File: config.mk
export PLATFORM = sky130hd
export DESIGN_NAME = lidar_sector_obstacle_monitor_unit
export DESIGN_NICKNAME = d
export VERILOG_FILES = /design/src/rtl/core/lsom_pkg.sv /design/src/rtl/core/lsom_ctrl.sv /design/src/rtl/core/lsom_dp.sv /design/src/rtl/core/lidar_sector_obstacle_monitor_unit.sv
export SDC_FILE = /design/constraint.sdc
export NUM_CORES = 1
export LEC_CHECK = 0
export BUFFER_PORTS_ARGS = -buffer_cell sky130_fd_sc_hd__buf_2
export CELL_PAD_IN_SITES_DETAIL_PLACEMENT = 1
export CELL_PAD_IN_SITES_GLOBAL_PLACEMENT = 2
export CORE_ASPECT_RATIO = 1.75
export CORE_UTILIZATION = 35
export DETAILED_ROUTE_END_ITERATION = 16
export PLACE_DENSITY_LB_ADDON = 0.1
export SLEW_MARGIN = 0
export SYNTH_ARGS = -nofsm -noshare
export SYNTH_HDL_FRONTEND = slang
export SYNTH_SLANG_ARGS = --single-unit
File: constraint.sdc
create_clock -name clk -period 11.74 [get_ports clk]
set_clock_uncertainty 0.05 [all_clocks]
set_input_delay 1.174 -clock clk [delete_from_list [all_inputs] [get_ports clk]]
set_output_delay 1.174 -clock clk [all_outputs]
set_load 0.02 [all_outputs]
File: src/rtl/core/lsom_pkg.sv
`default_nettype none

package lsom_pkg;

  // Field widths.
  localparam int SECTOR_W    = 4;
  localparam int DIST_W      = 8;
  localparam int MS_W        = 8;
  localparam int AGE_W       = 16;
  localparam int MIN_W       = 10;
  localparam int TIMEOUT_W   = 15;
  localparam int THR_W       = 8;
  localparam int CFG_ADDR_W  = 1;
  localparam int CFG_DATA_W  = 15;
  localparam int IN_TDATA_W  = 24;
  localparam int OUT_TDATA_W = 16;

  localparam int NUM_SECTORS_DEF = 16;

  // Reset and marker values.
  localparam logic [DIST_W-1:0]    RESET_DISTANCE  = 8'd255;
  localparam logic [AGE_W-1:0]     RESET_AGE       = 16'd1000;
  localparam logic [MIN_W-1:0]     NO_FRESH        = 10'd1000;
  localparam logic [TIMEOUT_W-1:0] RESET_TIMEOUT   = 15'd1000;
  localparam logic [THR_W-1:0]     RESET_THRESHOLD = 8'd30;

  // Item kinds carried on in_tuser.
  localparam logic FUNC_STORE = 1'b0;
  localparam logic FUNC_TICK  = 1'b1;

  // Configuration register indexes.
  localparam logic [CFG_ADDR_W-1:0] REG_TIMEOUT   = 1'b0;
  localparam logic [CFG_ADDR_W-1:0] REG_THRESHOLD = 1'b1;

  // Arc limits.
  localparam logic [SECTOR_W-1:0] ARC_FWD_LO  = 4'd4;
  localparam logic [SECTOR_W-1:0] ARC_FWD_HI  = 4'd8;
  localparam logic [SECTOR_W-1:0] ARC_BWD_ONE = 4'd0;
  localparam logic [SECTOR_W-1:0] ARC_BWD_LO  = 4'd12;
  localparam logic [SECTOR_W-1:0] ARC_BWD_HI  = 4'd15;

  // Commands from the controller to the datapath.
  typedef struct packed {
    logic load;     // capture an accepted item
    logic scan;     // process the sector at the scan index
    logic first;    // first sector of a scan, restart the accumulators
    logic publish;  // move the accumulated result to the output register
  } dp_cmd_t;

  typedef struct packed {
    logic out_free; // output register can take a result this cycle
  } dp_status_t;

  function automatic logic in_arc(input logic [SECTOR_W-1:0] s, input logic backward);
    logic hit;
    if (backward) begin
      hit = (s == ARC_BWD_ONE) || (s inside {[ARC_BWD_LO:ARC_BWD_HI]});
    end else begin
      hit = s inside {[ARC_FWD_LO:ARC_FWD_HI]};
    end
    return hit;
  endfunction

endpackage

`default_nettype wire

File: src/rtl/core/lsom_ctrl.sv
`default_nettype none

module lsom_ctrl #(
  parameter int NUM_SECTORS = lsom_pkg::NUM_SECTORS_DEF,
  parameter int IDX_W       = $clog2(NUM_SECTORS)
) (
  input  wire logic               clk,
  input  wire logic               rst_n,
  input  wire logic               in_tvalid,
  output logic                    in_tready,
  input  lsom_pkg::dp_status_t    status,
  output lsom_pkg::dp_cmd_t       cmd,
  output logic [IDX_W-1:0]        idx
);
  import lsom_pkg::*;

  localparam logic [1:0] ST_IDLE   = 2'd0;
  localparam logic [1:0] ST_SCAN   = 2'd1;
  localparam logic [1:0] ST_FINISH = 2'd2;

  localparam logic [IDX_W-1:0] LAST_IDX = IDX_W'(NUM_SECTORS - 1);

  logic [1:0]       state_r, state_nxt;
  logic [IDX_W-1:0] cnt_r, cnt_nxt;
  logic             accept;

  assign in_tready = (state_r == ST_IDLE);
  assign accept    = in_tvalid && in_tready;
  assign idx       = cnt_r;

  always_comb begin
    state_nxt   = state_r;
    cnt_nxt     = cnt_r;
    cmd.load    = 1'b0;
    cmd.scan    = 1'b0;
    cmd.first   = 1'b0;
    cmd.publish = 1'b0;
    case (state_r)
      ST_IDLE: begin
        if (accept) begin
          cmd.load  = 1'b1;
          cnt_nxt   = '0;
          state_nxt = ST_SCAN;
        end
      end
      ST_SCAN: begin
        cmd.scan  = 1'b1;
        cmd.first = (cnt_r == '0);
        if (cnt_r == LAST_IDX) begin
          state_nxt = ST_FINISH;
        end else begin
          cnt_nxt = cnt_r + 1'b1;
        end
      end
      ST_FINISH: begin
        // Hold the result until the output register has room for it.
        if (status.out_free) begin
          cmd.publish = 1'b1;
          state_nxt   = ST_IDLE;
        end
      end
      default: begin
        state_nxt = ST_IDLE;
      end
    endcase
  end

  always_ff @(posedge clk) begin
    if (!rst_n) begin
      state_r <= ST_IDLE;
      cnt_r   <= '0;
    end else begin
      state_r <= state_nxt;
      cnt_r   <= cnt_nxt;
    end
  end

`ifndef NO_ASSERTIONS
  a_accept_starts_scan: assert property (@(posedge clk) disable iff (!rst_n)
    accept |=> (state_r == ST_SCAN) && (cnt_r == '0))
    else $error("accepted item did not start a scan at sector zero");

  a_scan_ends_in_finish: assert property (@(posedge clk) disable iff (!rst_n)
    (state_r == ST_SCAN) && (cnt_r == LAST_IDX) |=> (state_r == ST_FINISH))
    else $error("scan did not end after the last sector");

  a_publish_frees_input: assert property (@(posedge clk) disable iff (!rst_n)
    cmd.publish |=> in_tready && !$past(in_tready))
    else $error("publish did not return the controller to idle");
`endif

endmodule

`default_nettype wire

File: src/rtl/core/lsom_dp.sv
`default_nettype none

module lsom_dp #(
  parameter int NUM_SECTORS = lsom_pkg::NUM_SECTORS_DEF,
  parameter int IDX_W       = $clog2(NUM_SECTORS)
) (
  input  wire logic                                clk,
  input  wire logic                                rst_n,
  input  lsom_pkg::dp_cmd_t                        cmd,
  input  wire logic [IDX_W-1:0]                    idx,
  output lsom_pkg::dp_status_t                     status,
  input  wire logic [lsom_pkg::IN_TDATA_W-1:0]     in_tdata,
  input  wire logic                                in_tuser,
  input  wire logic                                cfg_wr_en,
  input  wire logic [lsom_pkg::CFG_ADDR_W-1:0]     cfg_addr,
  input  wire logic [lsom_pkg::CFG_DATA_W-1:0]     cfg_wdata,
  output logic                                     out_tvalid,
  input  wire logic                                out_tready,
  output logic [lsom_pkg::OUT_TDATA_W-1:0]         out_tdata
);
  import lsom_pkg::*;

  // Per-sector state.
  logic [DIST_W-1:0] dist_r [NUM_SECTORS];
  logic [AGE_W-1:0]  age_r  [NUM_SECTORS];

  logic [TIMEOUT_W-1:0] timeout_r;
  logic [THR_W-1:0]     thr_r;

  // Captured item fields.
  logic            tick_r;
  logic [MS_W-1:0] ms_r;
  logic            dir_r;

  // Scan accumulators.
  logic [MIN_W-1:0] min_r, min_nxt;
  logic             clr_r, clr_nxt;

  logic             out_valid_r;
  logic [MIN_W-1:0] out_min_r;
  logic             out_clr_r;

  // Unpacked input fields.
  logic [SECTOR_W-1:0] in_sector;
  logic [DIST_W-1:0]   in_distance;
  logic [MS_W-1:0]     in_ms;
  logic                in_dir;

  logic [DIST_W-1:0] dist_cur;
  logic [AGE_W-1:0]  age_cur, age_upd, age_new;
  logic [AGE_W:0]    age_sum;
  logic              fresh_old, fresh_new, use_sector;
  logic [MIN_W-1:0]  base_min, dist_ext;
  logic              base_clr;
  logic [IDX_W-1:0]  wr_idx;

  assign in_sector   = in_tdata[3:0];
  assign in_distance = in_tdata[11:4];
  assign in_ms       = in_tdata[19:12];
  assign in_dir      = in_tdata[20];
  assign wr_idx      = in_sector[IDX_W-1:0];

  assign dist_cur  = dist_r[idx];
  assign age_cur   = age_r[idx];
  assign fresh_old = ({1'b0, age_cur} <= {2'b00, timeout_r});
  assign age_sum   = {1'b0, age_cur} + (AGE_W+1)'(ms_r);
  assign age_upd   = age_sum[AGE_W] ? {AGE_W{1'b1}} : age_sum[AGE_W-1:0];
  assign age_new   = (tick_r && fresh_old) ? age_upd : age_cur;
  // Freshness for the query uses the age after this item's tick.
  assign fresh_new  = ({1'b0, age_new} <= {2'b00, timeout_r});
  assign use_sector = fresh_new && in_arc(SECTOR_W'(idx), dir_r);

  assign dist_ext = MIN_W'(dist_cur);
  assign base_min = cmd.first ? NO_FRESH : min_r;
  assign base_clr = cmd.first ? 1'b1 : clr_r;
  assign min_nxt  = (use_sector && (dist_ext < base_min)) ? dist_ext : base_min;
  assign clr_nxt  = base_clr && !(use_sector && (dist_cur < thr_r));

  always_ff @(posedge clk) begin
    if (!rst_n) begin
      for (int i = 0; i < NUM_SECTORS; i++) begin
        dist_r[i] <= RESET_DISTANCE;
        age_r[i]  <= RESET_AGE;
      end
    end else if (cmd.load && (in_tuser == FUNC_STORE)) begin
      dist_r[wr_idx] <= in_distance;
      age_r[wr_idx]  <= '0;
    end else if (cmd.scan) begin
      age_r[idx] <= age_new;
    end
  end

  always_ff @(posedge clk) begin
    if (!rst_n) begin
      timeout_r <= RESET_TIMEOUT;
      thr_r     <= RESET_THRESHOLD;
    end else if (cfg_wr_en) begin
      case (cfg_addr)
        REG_TIMEOUT:   timeout_r <= cfg_wdata[TIMEOUT_W-1:0];
        REG_THRESHOLD: thr_r     <= cfg_wdata[THR_W-1:0];
        default: ;
      endcase
    end
  end

  always_ff @(posedge clk) begin
    if (cmd.load) begin
      tick_r <= (in_tuser == FUNC_TICK);
      ms_r   <= in_ms;
      dir_r  <= in_dir;
    end
    if (cmd.scan) begin
      min_r <= min_nxt;
      clr_r <= clr_nxt;
    end
    if (cmd.publish) begin
      out_min_r <= min_r;
      out_clr_r <= clr_r;
    end
  end

  always_ff @(posedge clk) begin
    if (!rst_n) begin
      out_valid_r <= 1'b0;
    end else if (cmd.publish) begin
      out_valid_r <= 1'b1;
    end else if (out_tready) begin
      out_valid_r <= 1'b0;
    end
  end

  assign status.out_free = !out_valid_r || out_tready;
  assign out_tvalid      = out_valid_r;
  assign out_tdata       = {{(OUT_TDATA_W-MIN_W-1){1'b0}}, out_clr_r, out_min_r};

`ifndef NO_ASSERTIONS
  a_publish_sets_valid: assert property (@(posedge clk) disable iff (!rst_n)
    cmd.publish |=> out_valid_r)
    else $error("published result did not appear on the output");

  a_min_in_range: assert property (@(posedge clk) disable iff (!rst_n)
    out_valid_r |-> (out_min_r <= NO_FRESH))
    else $error("minimum distance out of range");

  a_blocked_when_close: assert property (@(posedge clk) disable iff (!rst_n)
    out_valid_r && (out_min_r < MIN_W'(thr_r)) |-> !out_clr_r)
    else $error("path reported clear with a fresh sector below threshold");
`endif

endmodule

`default_nettype wire

File: src/rtl/core/lidar_sector_obstacle_monitor_unit.sv
`default_nettype none

// Channel  Dir  Payload
// in_      in   tuser: func; tdata: sector[3:0] distance[11:4] elapsed_ms[19:12]
//                direction[20], zero fill to 24 bits
// out_     out  tdata: min_distance[9:0] path_clear[10], zero fill to 16 bits
// cfg_     in   wr_en, addr (0 stale_timeout_ms, 1 obstacle_threshold), wdata
//
// Each item is accepted in the idle state, then the sector tables are scanned one sector
// at a time from sector zero up, then the result is handed to the output register.
// The next item is accepted while the previous result waits on out_tready.
// A stalled output holds the scan at its last step until the register frees.
// Reset (rst_n low, synchronous) restores tables, config, control and out_tvalid at once.
module lidar_sector_obstacle_monitor_unit #(
  parameter int NUM_SECTORS = lsom_pkg::NUM_SECTORS_DEF
) (
  input  wire logic                            clk,
  input  wire logic                            rst_n,
  input  wire logic                            in_tvalid,
  output logic                                 in_tready,
  // tdata: sector, distance, elapsed_ms, direction (lowest bit first)
  input  wire logic [lsom_pkg::IN_TDATA_W-1:0] in_tdata,
  // tuser: func
  input  wire logic                            in_tuser,
  output logic                                 out_tvalid,
  input  wire logic                            out_tready,
  // tdata: min_distance, path_clear (lowest bit first)
  output logic [lsom_pkg::OUT_TDATA_W-1:0]     out_tdata,
  input  wire logic                            cfg_wr_en,
  input  wire logic [lsom_pkg::CFG_ADDR_W-1:0] cfg_addr,
  input  wire logic [lsom_pkg::CFG_DATA_W-1:0] cfg_wdata
);
  import lsom_pkg::*;

  localparam int IDX_W = $clog2(NUM_SECTORS);

  dp_cmd_t          cmd;
  dp_status_t       status;
  logic [IDX_W-1:0] idx;

  lsom_ctrl #(
    .NUM_SECTORS (NUM_SECTORS),
    .IDX_W       (IDX_W)
  ) u_ctrl (
    .clk       (clk),
    .rst_n     (rst_n),
    .in_tvalid (in_tvalid),
    .in_tready (in_tready),
    .status    (status),
    .cmd       (cmd),
    .idx       (idx)
  );

  lsom_dp #(
    .NUM_SECTORS (NUM_SECTORS),
    .IDX_W       (IDX_W)
  ) u_dp (
    .clk        (clk),
    .rst_n      (rst_n),
    .cmd        (cmd),
    .idx        (idx),
    .status     (status),
    .in_tdata   (in_tdata),
    .in_tuser   (in_tuser),
    .cfg_wr_en  (cfg_wr_en),
    .cfg_addr   (cfg_addr),
    .cfg_wdata  (cfg_wdata),
    .out_tvalid (out_tvalid),
    .out_tready (out_tready),
    .out_tdata  (out_tdata)
  );

endmodule

`default_nettype wire

== After elaboration in Yosys (flattened, before gate mapping) ==
Memories as Yosys holds them, arrays and structs flattened. A register that Yosys moved wholly into a read port is not among the register bits.
Cells that the tools add are included.

* Bits in registers: 62
* Bits in writable memories: 384
* Bits of input ports: 46
* Output and inout port bits: 18
* Logic and storage cells: 99
* Memories: 2

{| class="wikitable"
|+ Memory list
! name !! words !! width !! read ports !! clocked after Yosys merged registers in !! write ports !! RTL line !! RTL
|-
| u_dp.age_r || 16 || 16 || 1 || 1 || 16 || lsom_dp.sv:25 || <nowiki>logic [AGE_W-1:0] age_r [NUM_SECTORS];</nowiki>
|-
| u_dp.dist_r || 16 || 8 || 1 || 1 || 16 || lsom_dp.sv:24 || <nowiki>logic [DIST_W-1:0] dist_r [NUM_SECTORS];</nowiki>
|}

* $add $sub $neg: 2
* $lt $le $gt $ge: 8
* Equal/unequal tests: 7
* Multiplexer cells: 41
* Bitwise gates (word level): 2
* Reductions and logical operators: 24

{| class="wikitable"
|+ Operators with widths
! operator !! number
|-
| $mux 16 || 4
|-
| $mux 4 || 9
|-
| $le 16x15->1 || 2
|-
| $reduce_or 16->1 || 2
|-
| $mux 1 || 19
|-
| $add 16x8->17 || 1
|-
| $mux 8 || 2
|-
| $lt 8x10->1 || 1
|-
| $mux 10 || 1
|-
| $logic_and 1x1->1 || 9
|-
| $le 4x4->1 const B || 2
|-
| $lt 8x8->1 || 1
|-
| $mux 2 || 4
|-
| $pmux 4 s2 || 1
|-
| $reduce_or 8->1 || 1
|-
| $ne 2x2->1 const B || 3
|-
| $pmux 2 s3 || 1
|-
| $reduce_and 3->1 || 2
|-
| $add 4x1->4 const B || 1
|-
| $eq 4x4->1 const B || 1
|-
| $ge 4x3->1 const B || 1
|-
| $ge 4x4->1 const B || 1
|-
| $logic_not 4->1 || 1
|-
| $reduce_and 2->1 || 2
|-
| other kinds (8) || 12
|}

== Logic depth before layout (Yosys ltp) ==
* Word-level depth: 11
* Depth in mapped cells: 28
* Mapped depth without buffers: 20

== By module ==
A second synthesis with hierarchy kept.

* Cells, all modules: 1633
* Area total of the unflattened synthesis: 21750.9 µm²

{| class="wikitable"
|+ By module, submodules not included
! module !! instances !! cells each !! area each (µm²) !! sequential area each (µm²)
|-
| lsom_dp || 1 || 1592 || 21386.8 || 12972.4
|-
| lsom_ctrl || 1 || 41 || 364.1 || 120.1
|}

== Worst setup path before layout ==
Ideal clock, no wire load.

* Path kind: reg-to-reg
* Start: register (tool-made name)
* End: register u_dp.min_r[1] (data pin)
* Library setup time: 0.260 ns
* Data arrival time: 5.708 ns
* Data required time: 11.430 ns
* Path slack: 5.722 ns
* Stages on the path, launching flop included: 25
* Buffers on the path: 7
* Clock period less this slack: 6.018 ns
* Path through: dfxtp_1 buf_6 buf_8 buf_12 buf_8 buf_6 mux4_2 mux4_2 ha_1 o21ai_0 o21ai_0 a21oi_1 and4bb_4 o211ai_2 o21ai_1 buf_2 nand2_1 ha_1 a2111oi_0 o21ai_0 o211a_1 nor3_1 and3b_1 buf_6 mux2_4

{| class="wikitable"
|+ RTL lines
! element !! RTL line !! RTL
|-
| to (signal assigned) || lsom_dp.sv:113 || <nowiki>min_r <= min_nxt;</nowiki>
|-
| to (decl) || lsom_dp.sv:36 || <nowiki>logic [MIN_W-1:0] min_r, min_nxt;</nowiki>
|}

==> flow_summary.toml <==
[sta]
period_share_pct = 69.42
finalSetupTns_ns = 0
worst_slack_ns = 3.590
tightest_slew_ns = 1.139
period_needed_ns = 8.150
slew_headroom_pct = 22.57
fin_hold_ws_ns = 0.4004
timing.fmax_mhz = 122.7
slew_viol_final = 0
finalHoldViolCount = 0
rsz0062_at_grt = "false"
setup_viol = 0

[clock_network]
cts_hold_buf = 0
cts_setup_buffers = 0
cts.repair.resized = 0
cts_buffers = 46
htree_num_levels = 2
cts_sinks = 450
clk_pin_slew_worst_paths_ns = 0.06
clk_latency_ns = 0.61
cts_buffer_depth = 3
root_buffer = "clkbuf_16"
cts_tree = "done"

[placed_design]
place_inst = 2353
portBuffers = 55
pre_cts_slack_ns = 3.419
gp_congestion = 0.7555
post-dp-hpwl_mm = 46.82

[hold_path]
hold_path_class = "reg2reg"
min_delay_path_depth = 0

[job]
drv_cap = 0

[synthesis]
avgSynthCellArea_um2 = 13.85
yosysTopAreaCellShare_pct = 56.84
yosysUniqueCellTypes = 77
synth_warnings = 0
ys_ff_latch = 450
syn_area_um2 = 21980
synth_top_area_cell = "edfxtp_1"
synth_area_leaders = "edfxtp_1 (57%), mux4_2 (11%), dfxtp_1 (3.1%), ha_1 (3.1%), or3_1 (2.8%)"
ys_async_sr_fraction_pct = 0
yosysMostFrequentCell = "edfxtp_1"
netlist_instances = 1587
synth_ff_type = "edfxtp_1"
synth-seq-area-share_pct = 59.93
synth_commonest_cells = "edfxtp_1 (416), nand2_1 (137), a21oi_1 (106)"
synth_edf_count = 416

[global_route]
grt_max_degree = 87
grt.total_usage_pct = 21.61
grt_pass1_wl_mm = 98.99
overflow = 0
antenna_found_initial = 2
grt_pass1_vias = 14680

[die]
initial_utilization_pct = 35.41
core_um2 = 62070
dieHeight_um = 333.5
die_x_um = 191.4
die_area_um2 = 63840
core.rowCount = 121
ios = 64

[layout]
area_growth_pct = 10.72
utilization_pct = 39.20
final_cells = 2437
antenna_cells = 0
drive_gt1_share_pct = 21.25
fin_nets = 1703

[worst_setup_path]
end_kind = "flip-flop"
worstPathArrival_ns = 8.45
cp-start-kind = "flip-flop"
path_class = "reg2reg"
worstPathRequired_ns = 12.04
slowest_delay_ns = 0.95
worstPathCellList = "buf_4 -> mux4_1 -> a22o_1 -> a221oi_2 -> inv_2 -> ha_1 -> a211o_1 -> o211ai_1 -> a21oi_1 -> a2111oi_4 -> o21a_4 -> mux2i_2 -> inv_1 -> ha_1 -> a211o_1 -> a21oi_1 -> a31oi_1 -> o211a_1 -> nor3_1 -> and3b_1 -> mux2_4"
critPathMaxFanout = 36
crit_path_top_delay_cell = "mux2i_2"
r2r_cells = 21

[power]
p_leak_nw = 7.151
p_per_area_nw_per_um2 = 151.6
max-vdd-ir-drop_v = 0.00009410

[drt]
wl_mm = 67.32
drtIter0Drc = 703
drtPass1Iterations = 6
vias_per_cell = 5.462
drtAntennaViolNets = 0
avgRoutedWirePerCell_um = 27.62
drc = 0
vias = 13310

[run_status]
status = "finished clean"
[critical path, delay by kind of cell (launching register included)]
kind | cells | cell delay [ns]
DFF | 1 | 0.85
buffers and inverters | 3 | 0.72
adders and majority gates | 2 | 0.57
AOI/OAI and AO/OA | 11 | 2.91
muxes | 3 | 1.92
and+or+nand+nor | 2 | 0.82
[registers in the layout (all words and copies together), names as in the netlist, named ones only]
name / flops
u_dp.min_r: 10
u_dp.out_clr_r: 1
u_dp.age_r: 256
u_dp.tick_r: 1
u_dp.timeout_r: 15
u_dp.out_min_r: 10
u_ctrl.state_r: 2
u_dp.clr_r: 1
u_dp.dir_r: 1
u_dp.ms_r: 8
u_dp.dist_r: 128
u_ctrl.idx: 4
u_dp.thr_r: 8
u_dp.out_tvalid: 1
[power by group]
part	total [W]	switching [W]	internal (W)
registers	0.00181	0.0000199	0.00179
clock network	0.00149	0.000665	0.000822
logic	0.000396	0.000270	0.000126
total	0.00369	0.000955	0.00273
[per-layer routing]
layer	wire, um	part of all wire [%]	vias up	track usage (%)
li1	-	-	6118	-
met1	23550	35	6916	22.07
met2	40090	60	181	43.99
met3	1470	2.2	93	2.189
met4	2175	3.2	4	7.261
met5	29	0.043	-	0
[cells by family after synthesis]
logic type,after synthesis,share of synthesized area (%)
other,1,0.01706
buffers and inverters,174,3.979
DFF,450,59.93
AOI/OAI and AO/OA,297,8.306
and+or+nand+nor,471,11.44
muxes,130,12.80
xor gates and xnor gates,9,0.3587
adders and majority gates,55,3.165
[worst paths after layout]
check                              startpoint           endpoint  slack, ns
worst max-delay path                flip-flop      u_dp.min_r[2]       3.59
worst min-delay path            u_dp.min_r[4]  u_dp.out_min_r[4]       0.40
worst max register to register      flip-flop      u_dp.min_r[2]       3.59
worst min register to register  u_dp.min_r[4]  u_dp.out_min_r[4]       0.40
[layout make-up]
cell class | count | area [um^2]
multi-input combinational | 967 | 7958
tap | 799 | 999.7
inverter | 51 | 191.4
clock inverter | 27 | 281.5
sequential | 450 | 13180
timing repair buffer | 86 | 520.5
fill | 6461 | 37740
clock buffer | 57 | 1202
[cells in the final DEF, fill, tap and decap left out, types with 6 or more instances in the layout]
cell and instances:
o21ai_0 38, dfxtp_1 31, edfxtp_1 416, a21boi_0 16, and2_1 12, clkbuf_16 46, ha_1 54, clkbuf_1 10
o211ai_1 12, nor3_2 18, nor2_1 48, nand2b_1 23, nand4_1 9, a22oi_1 12, clkinv_2 10, buf_2 55
nand2_1 136, inv_1 45, a21o_1 9, clkinv_1 8, mux2_4 7, mux4_2 104, xnor2_1 6, buf_4 30
mux4_1 7, o21ai_1 55, or2_2 26, a21oi_1 106, nor3_1 37, a21oi_2 9, or3_1 100, nor2b_1 13
nand3_1 31
[through the flow]
stage                     power, W  cell area (um^2)
after floorplan           0.002114             21990
after global placement    0.002242             22850
after detailed placement  0.002250             22850
after CTS                 0.003742             24330
after global routing      0.003812             24330
final                     0.003690             24330
(Power assumes the default switching activity.)
